===== config.mk =====
export PLATFORM = sky130hd
export DESIGN_NAME = highlow_relocation_patcher_top
export DESIGN_NICKNAME = d
export VERILOG_FILES = /design/src/rtl/hlrp_pkg.sv /design/src/rtl/hlrp_byte_alu.sv /design/src/rtl/highlow_relocation_patcher_top.sv
export SDC_FILE = /design/constraint.sdc
export NUM_CORES = 1
export LEC_CHECK = 0
export BUFFER_PORTS_ARGS = -buffer_cell sky130_fd_sc_hd__buf_2
export CORE_MARGIN = 5
export CORE_UTILIZATION = 45
export CTS_CLUSTER_SIZE = 20
export DETAILED_ROUTE_END_ITERATION = 10
export PLACE_DENSITY = 0.59
export SLEW_MARGIN = 20
export SYNTH_ARGS = -nofsm -noshare
export SYNTH_HDL_FRONTEND = slang
export SYNTH_SLANG_ARGS = --single-unit

===== constraint.sdc =====
create_clock -name clock -period 5.7 [get_ports clock]
set_clock_uncertainty 0.2 [all_clocks]
set_input_delay 0.285 -clock clock [delete_from_list [all_inputs] [get_ports clock]]
set_output_delay 0.285 -clock clock [all_outputs]
set_load 0.02 [all_outputs]

===== src/rtl/hlrp_pkg.sv =====
// Package for the HIGHLOW relocation patcher: field widths, register indexes
// and the result bundle passed from the byte ALU to the top level.
// No dependencies.
package hlrp_pkg;

   localparam int DATA_W          = 8;
   localparam int WORD_W          = 32;
   localparam int CSR_IDX_W       = 2;
   localparam int BASE_ALIGN_BITS = 16;   // 64 KiB alignment of the link base

   localparam logic [CSR_IDX_W-1:0] CSR_WORD_START_MASK = 2'd0;
   localparam logic [CSR_IDX_W-1:0] CSR_LINK_BASE       = 2'd1;
   localparam logic [CSR_IDX_W-1:0] CSR_LOAD_BASE       = 2'd2;

   typedef struct packed {
      logic [DATA_W-1:0] out_byte;
      logic              setup_ok;
      logic              next_carry;
   } alu_res_type;

endpackage


===== src/rtl/hlrp_byte_alu.sv =====
// Byte ALU of the relocation patcher: set-up check, word/byte lane select and
// the carry-chained 8-bit add of one delta byte. Depends on hlrp_pkg.
module hlrp_byte_alu #(
   parameter int PREFIX_BYTES = 20
) (
   input  logic [$clog2(PREFIX_BYTES)-1:0]  pos,
   input  logic                             carry,
   input  logic [hlrp_pkg::DATA_W-1:0]      data_byte,
   input  logic [hlrp_pkg::WORD_W-1:0]      word_start_mask,
   input  logic [hlrp_pkg::WORD_W-1:0]      link_base,
   input  logic [hlrp_pkg::WORD_W-1:0]      load_base,
   output hlrp_pkg::alu_res_type            res
);
   import hlrp_pkg::*;

   // word starts may sit at offsets 0 .. PREFIX_BYTES-4
   localparam logic [WORD_W-1:0] ALLOWED_MASK =
      WORD_W'((64'd1 << (PREFIX_BYTES - 3)) - 64'd1);

   logic [WORD_W-1:0] diff;
   logic              bad_high;
   logic              bad_base;
   logic              overlap;
   logic              ok;

   always_comb begin
      diff     = load_base - link_base;
      bad_high = |(word_start_mask & ~ALLOWED_MASK);
      bad_base = (word_start_mask != '0) &&
                 ((link_base == '0) || (link_base[BASE_ALIGN_BITS-1:0] != '0));
      overlap  = |(word_start_mask & ((word_start_mask >> 1) | (word_start_mask >> 2) |
                                      (word_start_mask >> 3)));
      ok       = !(bad_high || bad_base || overlap);
   end

   always_comb begin
      logic              found;
      logic [5:0]        pos_ext;
      logic [5:0]        idx;
      logic [DATA_W:0]   sum;
      logic              cin;
      found          = 1'b0;
      pos_ext        = 6'(pos);
      idx            = '0;
      sum            = '0;
      cin            = 1'b0;
      res.out_byte   = data_byte;
      res.setup_ok   = ok;
      res.next_carry = 1'b0;
      if (ok) begin
         // k = byte lane within the word; lowest lane wins
         for (int k = 0; k < 4; k++) begin
            idx = pos_ext - 6'(k);
            if (!found && (pos_ext >= 6'(k)) && word_start_mask[idx[4:0]]) begin
               found          = 1'b1;
               cin            = (k == 0) ? 1'b0 : carry;
               sum            = {1'b0, data_byte} + {1'b0, diff[8*k +: DATA_W]} +
                                (DATA_W+1)'(cin);
               res.out_byte   = sum[DATA_W-1:0];
               res.next_carry = sum[DATA_W];
            end
         end
      end
   end

endmodule


===== src/rtl/highlow_relocation_patcher_top.sv =====
// Top level of the HIGHLOW relocation patcher: CSR bank, prefix position and
// carry state, result register. Depends on hlrp_pkg and hlrp_byte_alu.
//
//   channel | direction | handshake             | payload
//   req     | in        | req_valid / req_ready | req_data_byte
//   rsp     | out       | rsp_valid / rsp_ready | rsp_out_byte, rsp_setup_ok, rsp_prefix_end
//   csr     | in        | csr_valid / csr_ready | csr_index, csr_data
//
// One byte per cycle unless rsp stalls; a result appears in the cycle after its request.
// The single result register sets latency; req_ready stays high while the
// result is being taken, so transfers run back to back.
// A stalled rsp holds the register and drops req_ready. csr_ready is always high.
// Synchronous reset clears the CSRs, position, carry and rsp_valid.
module highlow_relocation_patcher_top #(
   parameter int PREFIX_BYTES = 20
) (
   input  logic                             clock,
   input  logic                             reset,
   input  logic                             req_valid,
   output logic                             req_ready,
   input  logic [hlrp_pkg::DATA_W-1:0]      req_data_byte,
   output logic                             rsp_valid,
   input  logic                             rsp_ready,
   output logic [hlrp_pkg::DATA_W-1:0]      rsp_out_byte,
   output logic                             rsp_setup_ok,
   output logic                             rsp_prefix_end,
   input  logic                             csr_valid,
   output logic                             csr_ready,
   input  logic [hlrp_pkg::CSR_IDX_W-1:0]   csr_index,
   input  logic [hlrp_pkg::WORD_W-1:0]      csr_data
);
   import hlrp_pkg::*;

   localparam int POS_W = $clog2(PREFIX_BYTES);
   localparam logic [POS_W-1:0] LAST_POS = POS_W'(PREFIX_BYTES - 1);

   logic [WORD_W-1:0] mask_ff, mask_in;
   logic [WORD_W-1:0] pref_ff, pref_in;
   logic [WORD_W-1:0] act_ff,  act_in;
   logic [POS_W-1:0]  pos_ff,  pos_in;
   logic              carry_ff, carry_in;
   logic              rsp_valid_ff, rsp_valid_in;
   logic [DATA_W-1:0] out_byte_ff, out_byte_in;
   logic              setup_ok_ff, setup_ok_in;
   logic              prefix_end_ff, prefix_end_in;

   logic              req_xfer;
   logic              at_end;
   alu_res_type       alu_res;

   hlrp_byte_alu #(
      .PREFIX_BYTES (PREFIX_BYTES)
   ) u_alu (
      .pos             (pos_ff),
      .carry           (carry_ff),
      .data_byte       (req_data_byte),
      .word_start_mask (mask_ff),
      .link_base       (pref_ff),
      .load_base       (act_ff),
      .res             (alu_res)
   );

   assign req_ready = !rsp_valid_ff || rsp_ready;
   assign req_xfer  = req_valid && req_ready;
   assign at_end    = (pos_ff == LAST_POS);
   assign csr_ready = 1'b1;

   always_comb begin
      mask_in = mask_ff;
      pref_in = pref_ff;
      act_in  = act_ff;
      if (csr_valid) begin
         unique case (csr_index)
            CSR_WORD_START_MASK: mask_in = csr_data;
            CSR_LINK_BASE:       pref_in = csr_data;
            CSR_LOAD_BASE:       act_in  = csr_data;
            default: ;
         endcase
      end
   end

   always_comb begin
      pos_in        = pos_ff;
      carry_in      = carry_ff;
      rsp_valid_in  = rsp_valid_ff && !rsp_ready;
      out_byte_in   = out_byte_ff;
      setup_ok_in   = setup_ok_ff;
      prefix_end_in = prefix_end_ff;
      if (req_xfer) begin
         pos_in        = at_end ? '0 : pos_ff + 1'b1;
         carry_in      = alu_res.next_carry;
         rsp_valid_in  = 1'b1;
         out_byte_in   = alu_res.out_byte;
         setup_ok_in   = alu_res.setup_ok;
         prefix_end_in = at_end;
      end
   end

   always_ff @(posedge clock) begin
      if (reset) begin
         mask_ff      <= '0;
         pref_ff      <= '0;
         act_ff       <= '0;
         pos_ff       <= '0;
         carry_ff     <= 1'b0;
         rsp_valid_ff <= 1'b0;
      end else begin
         mask_ff      <= mask_in;
         pref_ff      <= pref_in;
         act_ff       <= act_in;
         pos_ff       <= pos_in;
         carry_ff     <= carry_in;
         rsp_valid_ff <= rsp_valid_in;
      end
   end

   always_ff @(posedge clock) begin
      out_byte_ff   <= out_byte_in;
      setup_ok_ff   <= setup_ok_in;
      prefix_end_ff <= prefix_end_in;
   end

   assign rsp_valid      = rsp_valid_ff;
   assign rsp_out_byte   = out_byte_ff;
   assign rsp_setup_ok   = setup_ok_ff;
   assign rsp_prefix_end = prefix_end_ff;

endmodule


==> impl_metrics.toml, run 1 <==
[synth]
syn-instance-count = 1061
synth_edf_count = 10
ys_top_cells_by_area = "dfxtp_1 24%, nand2_1 9.7%, ha_1 9.6%"
yosysWarnings = 0
synth_fp_nets = 1183
mappedNetlistArea_mm2 = 0.00876
avgSynthCellArea_um2 = 8.25
ys_seq_elements = 113
synth_top_area_share = 0.235
synth_top_cell_by_area = "dfxtp_1"
yosysUniqueCellTypes = 77
async_flop_share = 0
ys_seq_area_frac = 0.270
yosys_most_used_dff = "dfxtp_1"

[global_route]
grtUsageMet2 = 0.356
grt_max_degree = 102
overflow = 0
first_global_vias = 7538
grt.met1_usage = 0.324
top_usage_layer = "met2"
grtUsageMet3 = 0.0412
grt_pass1_wl_um = 40200
antenna_found_initial = 0
track_usage = 0.227

[critical_path]
crit_type = "reg -> reg"
start_kind = "flip-flop"
rr_worst_depth = 22
crit_arrival_ns = 5.17
crit_path_end_kind = "flip-flop"
r2r_setup_slack_ns = 0.64
worstReg2RegEnd = "carry_ff"
critPathRequiredTime_ns = 5.81
cp_max_fo = 6
worstReg2RegStart = "pref_ff[4]"

[clocking]
cts_buffers = 17
clock-sinks = 113
clk_pin_slew_ns = 0.06
worstSkewPairLatency_ns = 0.42
ctsLongestPathBuffers = 2
root_buffer = "clkbuf_16"
cts_tree = "built"
cts_post_setup_buffers_inserted = 0
htreeDepth = 4

[place]
port-buffer-count = 58
dp_hpwl_um = 18000
gp_congestion = 0.875
postPlaceCellArea_mm2 = 0.00920
numPlacedInstances = 1340

[floorplan]
io_pins = 60
die_area_mm2 = 0.0223
start_util = 0.453
fp.dieW_um = 149
die_height_um = 149
core_mm2 = 0.0193
fp-row-count = 51

[drt]
drc = 0
first_pass_iters = 5
vias_per_cell = 5.66
wire_per_inst_um = 17.7
routed_wl_um = 24900
drtAntennaViolNets = 0
initialDrtViolationCount = 640
via_count = 7965

[sta]
finalHoldViolCount = 0
slew_headroom = 0.363
worstMarginPinSlew_ns = 0.955
post-route-min-period_ns = 5.06
finalSetupTns_ns = 0
final_max_slew_viol_count = 0
rsz0062_at_grt = "no"
final-setup-viol-count = 0
min_period_over_period = 0.888
fmax_ghz = 0.197

[pwr]
ir_drop_mv = 0.208
p_leak_uw = 0.00400
power_density_mw_per_mm2 = 289
finalPower_uw = 2930

[outcome]
outcome = "finished clean"

[layout]
layout-drive-gt1-share = 0.126
final_common_cell = "nand2_1"
final_util = 0.524
fin_nets = 1251
mostFrequentLayoutCells = "227 x nand2_1, 135 x a21oi_1, 102 x dfxtp_1, 67 x ha_1, 57 x buf_2"
stdcell_count = 1407
diodes = 0
syn2layout_area_growth_pct = 15.7
final_cell_area_mm2 = 0.0101

[worst_hold_path]
whs_endpoint = "mask_ff[17]"
min_from = "reset"
hold_depth = 2
hold_path_class = "in -> reg"

[job]
cap_violations = 0
-- final cells by class --
class	instances	area [µm²]
clock inverters	13	111
inverters	57	214
fillers	1887	9210
clock buffers	19	454
repair buffers	103	736
multi-input cells	837	5920
flip-flops and latches	113	2360
well taps	265	332
-- flip-flops by register name, indices dropped and copies added, names as in the netlist --
register        cells
rsp_out_byte        8
rsp_prefix_end      1
act_ff             32
mask_ff            32
rsp_setup_ok        1
pos_ff              5
rsp_valid           1
pref_ff            32
carry_ff            1
-- report_power, final --
group | total (µW) | internal [µW] | switching [µW]
logic | 1040 | 463 | 576
registers | 865 | 837 | 28.8
clock network | 1030 | 622 | 403
-- cell usage after synthesis (12+ instances only) --
| master | number |
|---|---|
| xor2_1 | 23 |
| xnor2_1 | 35 |
| nor4_1 | 12 |
| o21ai_0 | 34 |
| nor2_1 | 45 |
| mux4_2 | 28 |
| nand3_1 | 14 |
| a21oi_1 | 135 |
| dfxtp_1 | 103 |
| o21a_1 | 15 |
| inv_1 | 55 |
| a21o_1 | 24 |
| clkbuf_1 | 39 |
| nor3_1 | 17 |
| ha_1 | 67 |
| nand2_1 | 227 |
-- logic make-up (layout without fill, tap and decap cells) --
kind of cell | count (synthesis) | count (layout) | share of synthesized area
other | 1 | 1 | 0.000428
and+or+nand+nor | 374 | 374 | 0.191
muxes | 49 | 49 | 0.113
DFF | 113 | 113 | 0.270
adders and majority gates | 75 | 75 | 0.114
xor gates and xnor gates | 58 | 58 | 0.0580
AOI/OAI and AO/OA | 280 | 280 | 0.198
buffers and inverters | 111 | 192 | 0.0549
-- critical path, cell delays in order (launching register included) --
cell and delay, ns:
dfxtp_1 0.34, inv_1 0.05, ha_1 0.37, a2111o_1 0.48
a31oi_1 0.26, o21ai_0 0.14, a21bo_2 0.22, o21ai_0 0.19
buf_4 0.16, o211ai_1 0.08, a21oi_1 0.18, xor2_1 0.20
fa_1 0.22, inv_1 0.06, fa_1 0.41, a21o_1 0.18
a21oi_1 0.23, nor2b_1 0.08, o21a_1 0.18, o21ai_0 0.21
o2bb2ai_1 0.17, o22ai_1 0.10, a41o_1 0.26
-- layer usage --
layer | share of wire | vias up
li1 | - | 3948
met1 | 0.47 | 3790
met2 | 0.46 | 206
met3 | 0.051 | 21
met4 | 0.016 | 0
met5 | 0 | -
-- per-stage QoR --
stage,hold WS (ns),setup slack (ns)
after floorplan,0.214,1.05
after global placement,0.248,0.837
after detailed placement,0.250,0.704
after CTS,0.0775,0.623
after global routing,0.0472,0.212
final,0.0478,0.636
-- worst max path at each step --
stage	from	to	slack, ns	depth (start not counted)
2_1_floorplan	pref_ff[4]	carry_ff	1.05	21
3_3_place_gp	pref_ff[4]	carry_ff	0.84	22
4_1_cts	pref_ff[4]	carry_ff	0.62	22
5_1_grt	pref_ff[4]	carry_ff	0.21	22
6_report	pref_ff[4]	carry_ff	0.64	22
3_5_place_dp	pref_ff[4]	carry_ff	0.70	22
-- what timing repair did --
action	CTS	global route
hold buffers	34	0
hold endpoints to repair	96	0
gates resized for setup	0	0
Power figures use the tool's default switching activity.
==> run 2, diff against run 1 <==
Settings changed: CORE_UTILIZATION 45 to 30, PLACE_DENSITY 0.59 to 0.42.
==> run 2 against run 1 <==
  * Clock power hardly changed
  * Design area is 1.4% higher
  * Sequential power grew 0.7%
  * Critical endpoint unchanged
==> impl_metrics.toml, run 2 (synthesis gave the netlist of run 1 again) <==
[critical_path]
r2r_setup_slack_ns = 0.72
cpMostUsedCell = "o21ai_0"
crit_chain = "inv_1 > ha_1 > a2111o_1 > a31oi_1 > o21ai_0 > a21bo_2 > o21ai_0 > buf_4 > o211ai_1 > a21oi_1 > xor2_1 > fa_1 > inv_1 > fa_1 > a21o_1 > a21oi_1 > nor2b_1 > o21a_1 > o21ai_0 > o2bb2ai_1 > o22ai_1 > a41o_1"
worstReg2RegEnd = "carry_ff"
start_kind = "flip-flop"
rr_worst_depth = 22
crit_path_end = "carry_ff"
crit_type = "reg -> reg"
worstReg2RegStart = "pref_ff[4]"
critPathRequiredTime_ns = 5.81
crit_path_end_kind = "flip-flop"
crit_arrival_ns = 5.08
cp-startpoint = "pref_ff[4]"
cpMaxStageDelayCell = "a2111o_1"
cp_max_fo = 6
slowest_delay_ns = 0.49

[layout]
diodes = 0
fin_nets = 1252
layout-drive-gt1-share = 0.126
largestRegisters = "act_ff (32), mask_ff (32), pref_ff (32)"
stdcell_count = 1527
syn2layout_area_growth_pct = 17.3
mostFrequentLayoutCells = "227 x nand2_1, 135 x a21oi_1, 102 x dfxtp_1, 67 x ha_1, 57 x buf_2"
fill_cells = 3062
final_common_cell = "nand2_1"
ff_latch_area_mm2 = 0.00236
multi_input_area_mm2 = 0.00592

[global_route]
first_global_vias = 7577
track_usage = 0.168
grt_max_degree = 55
antenna_found_initial = 0
overflow = 0
grt_pass1_wl_um = 44100

[drt]
routed_wl_um = 27600
met2_length_um = 12700
vias_per_cell = 5.14
drc = 0
via_count = 7855
m1WireLength_um = 13600
first_pass_iters = 5
wire_per_inst_um = 18.1
maxUsedRoutingLayer = "met4"
initialDrtViolationCount = 523
dr_wl_met3_um = 1050
drtAntennaViolNets = 0

[clocking]
ctsLongestPathBuffers = 2
cts_post_setup_buffers_inserted = 0
clock-sinks = 113
worstSkewPairLatency_ns = 0.42
clk_pin_slew_ns = 0.06
cts_tree = "built"
root_buffer = "clkbuf_16"
htreeDepth = 4
cts_buffers = 17

[pwr]
seq_power_share = 0.292
power_density_mw_per_mm2 = 290
internal-power_uw = 1940
combPwrFrac = 0.351
swShare = 0.348
p_switching_uw = 1040
clkPwrFrac = 0.357
p_leak_uw = 0.00400
ir_drop_mv = 0.146
finalPower_uw = 2980

[sta]
slew_headroom = 0.351
min_period_over_period = 0.873
finalHoldViolCount = 0
fmax_ghz = 0.201
finalSetupTns_ns = 0
final_max_slew_viol_count = 0
worstMarginPinSlew_ns = 0.973
final_critical_path_setup_slack_ns = 0.725
whs_ns = 0.112
rsz0062_at_grt = "no"
post-route-min-period_ns = 4.98
final-setup-viol-count = 0

[place]
gp_congestion = 0.814
dp_hpwl_um = 20600
port-buffer-count = 58
numPlacedInstances = 1461
place_ws_ns = 0.761

[floorplan]
core_mm2 = 0.0288
io_pins = 60
fp.dieW_um = 181
start_util = 0.304
fp-row-count = 62
die_height_um = 181
die_area_mm2 = 0.0327

[worst_hold_path]
hold_path_class = "in -> reg"

[outcome]
outcome = "finished clean"

[job]
cap_violations = 0
## run 2: cell count changes in the layout (fill, tap and decap cells not counted), sizes merged
| cell | before | now |
|---|---|---|
| clkinvlp | 4 | 2 |
| buf | 69 | 70 |
| bufinv | 1 | 2 |
| clkinv | 8 | 9 |
## run 2: power groups by stage
stage,Sequential (µW),Clock [µW],Combinational (µW)
finish,871,1060,1050
global route,877,1130,1170
CTS,871,1090,1060
detailed placement,889,0,1030
global placement,889,0,1040
floorplan,882,0,780
## run 2: area by class of cell
cell class / count / area share
clock buffer: 19 / 0.0421
multi-input combinational: 837 / 0.576
sequential: 113 / 0.230
clock inverter: 13 / 0.0136
timing repair buffer: 104 / 0.0704
inverter: 57 / 0.0208
tap: 384 / 0.0468
## run 2: what timing repair did
item	CTS	global route
hold buffers	34	0
resized for setup	0	0
endpoints found under the hold margin	97	0
## run 2: worst max-delay path: cells and delay by family, from the launching register on
| kind | cells | cell delay, ns |
|---|---|---|
| xor+xnor | 1 | 0.18 |
| buf+inv | 3 | 0.26 |
| fa+ha+maj | 3 | 0.98 |
| compound gates | 14 | 2.84 |
| simple gates | 1 | 0.07 |
| flops | 1 | 0.34 |
## run 2: worst min path at each step
stage / start / end / slack, ns / cells past startpoint
floorplan: req_valid / rsp_valid / 0.21 / 2
global placement: act_ff[0] / act_ff[0] / 0.25 / 2
detailed placement: act_ff[0] / act_ff[0] / 0.26 / 2
CTS: req_data_byte[0] / rsp_out_byte[0] / 0.09 / 2
global route: req_data_byte[0] / rsp_out_byte[0] / 0.12 / 2
finish: req_data_byte[0] / rsp_out_byte[0] / 0.11 / 2
## run 2: metrics by stage
stage | cell area, µm² | util
5_1_grt | 10300 | 0.357
4_1_cts | 10300 | 0.357
6_report | 10300 | 0.357
2_1_floorplan | 8760 | -
3_3_place_gp | 9360 | 0.325
3_5_place_dp | 9360 | 0.325
## run 2: routing by layer
metal	up-vias	track usage
li1	3928	-
met1	3765	0.244
met2	152	0.264
met3	10	0.0245
met4	0	0.0363
met5	-	0
==> run 3, diff against run 2 <==
Settings changed: CORE_UTILIZATION 30 to 38, PLACE_DENSITY 0.42 to 0.51.
==> run 3 against run 2 <==
  * Sequential power is 0.6% lower
  * Fmax fell by 2.4%
  * Count of clock-buffer cells in the layout is 1 higher
  * Final cell count shrank 6.5%
  * Total power increased by 4.6%
==> impl_metrics.toml, run 3 (synthesis gave the netlist of run 1 again) <==
[outcome]
outcome = "finished clean"

[sta]
finalHoldViolCount = 0
worstMarginPinSlew_ns = 0.891
post-route-min-period_ns = 5.10
slew_headroom = 0.406
min_period_over_period = 0.894
fmax_ghz = 0.196
final-setup-viol-count = 0
finalSetupTns_ns = 0
rsz0062_at_grt = "no"
final_max_slew_viol_count = 0
final_critical_path_setup_slack_ns = 0.604

[floorplan]
core_mm2 = 0.0226
die_area_mm2 = 0.0262
io_pins = 60
fp-row-count = 55
start_util = 0.387
fp.dieW_um = 162
die_height_um = 162

[critical_path]
crit_arrival_ns = 5.20
crit_path_end_kind = "flip-flop"
critPathRequiredTime_ns = 5.81
start_kind = "flip-flop"
r2r_setup_slack_ns = 0.60
worstReg2RegStart = "pref_ff[4]"
worstReg2RegEnd = "carry_ff"
crit_type = "reg -> reg"
rr_worst_depth = 22
cp_max_fo = 6

[pwr]
swShare = 0.329
ir_drop_mv = 0.180
power_density_mw_per_mm2 = 304
combPwrFrac = 0.333
p_switching_uw = 1030
clkPwrFrac = 0.389
p_leak_uw = 0.00405
seq_power_share = 0.278
internal-power_uw = 2090

[layout]
stdcell_count = 1427
fin_nets = 1251
mostFrequentLayoutCells = "227 x nand2_1, 135 x a21oi_1, 102 x dfxtp_1, 67 x ha_1, 57 x buf_2"
syn2layout_area_growth_pct = 17.1
diodes = 0
largestRegisters = "act_ff (32), mask_ff (32), pref_ff (32)"
final_common_cell = "nand2_1"
layout-drive-gt1-share = 0.126

[clocking]
cts_post_setup_buffers_inserted = 0
cts_tree = "built"
worstSkewPairLatency_ns = 0.42
ctsLongestPathBuffers = 2
cts_buffers = 17
root_buffer = "clkbuf_16"
clk_pin_slew_ns = 0.06
clock-sinks = 113
ctsResizeCount = 0
cts-hold-fix-buffers = 34
htreeDepth = 4

[job]
cap_violations = 0

[place]
numPlacedInstances = 1360
dp_hpwl_um = 19000
place_ws_ns = 0.724
gp_congestion = 0.865
port-buffer-count = 58

[drt]
routed_wl_um = 25900
wire_per_inst_um = 18.1
vias_per_cell = 5.53
initialDrtViolationCount = 448
via_count = 7885
first_pass_iters = 5
drtAntennaViolNets = 0
drc = 0

[worst_hold_path]
hold_path_class = "in -> reg"
min_from = "req_data_byte[0]"
whs_endpoint = "rsp_out_byte[0]"
hold_depth = 2

[global_route]
antenna_found_initial = 0
first_global_vias = 7551
overflow = 0
grt_pass1_wl_um = 41400
grt_max_degree = 102
track_usage = 0.198
run 3: cell types whose count changed in the layout (fill, tap and decap cells not counted):
| cell | before | now |
|---|---|---|
| clkinvlp_4 | 2 | 0 |
| clkbuf_1 | 2 | 1 |
| clkbuf_16 | 17 | 19 |
| clkinv_4 | 5 | 4 |
| bufinv_16 | 2 | 4 |
| clkinv_2 | 3 | 0 |
| buf_12 | 0 | 1 |
| inv_4 | 1 | 0 |
| inv_6 | 0 | 4 |
| buf_4 | 13 | 11 |
run 3: per-stage QoR:
step                       util  hold slack, ns  instance area [µm²]  power, µW
after floorplan               -           0.214                 8760       1660
after global placement    0.407           0.248                 9220       1900
after detailed placement  0.407           0.252                 9220       1900
after CTS                 0.452          0.0941                10200       3140
after global routing      0.453           0.121                10200       3300
final                     0.453           0.106                10200       3120
run 3: layout make-up:
class | instances | area (µm²)
tap | 285 | 357
sequential | 113 | 2360
clock inverter | 12 | 190
timing repair buffer | 103 | 728
fill | 2256 | 12400
multi-input combinational | 837 | 5920
inverter | 57 | 214
clock buffer | 20 | 479
run 3: how the worst max path moves through the flow:
stage	to	depth (start not counted)	startpoint	slack [ns]
detailed placement	carry_ff	22	pref_ff[4]	0.72
global placement	carry_ff	22	pref_ff[4]	0.80
finish	carry_ff	22	pref_ff[4]	0.60
floorplan	carry_ff	21	pref_ff[4]	1.05
global route	carry_ff	22	pref_ff[4]	0.25
CTS	carry_ff	22	pref_ff[4]	0.64
run 3: critical path, stage by stage, from the launching register on:
cell and delay, ns:
dfxtp_1 0.35, inv_1 0.05, ha_1 0.37, a2111o_1 0.49, a31oi_1 0.31, o21ai_0 0.17
a21bo_2 0.22, o21ai_0 0.19, buf_4 0.16, o211ai_1 0.09, a21oi_1 0.19, xor2_1 0.19
fa_1 0.21, inv_1 0.06, fa_1 0.40, a21o_1 0.17, a21oi_1 0.20, nor2b_1 0.07
o21a_1 0.17, o21ai_0 0.21, o2bb2ai_1 0.16, o22ai_1 0.10, a41o_1 0.26
run 3: power groups by stage:
stage / sequential (µW) / combinational (µW) / clock [µW]
after floorplan: 882 / 780 / 0
after global placement: 882 / 1020 / 0
after detailed placement: 883 / 1020 / 0
after CTS: 866 / 1040 / 1230
after global routing: 870 / 1160 / 1280
final: 866 / 1040 / 1210
run 3: per-layer routing:
layer | vias to the layer above | track usage | wire length [µm]
met5 | - | 0 | 0
met2 | 168 | 0.321 | 12100
met3 | 18 | 0.0350 | 1110
li1 | 3940 | - | -
met4 | 0 | 0.0377 | 191
met1 | 3759 | 0.278 | 12500
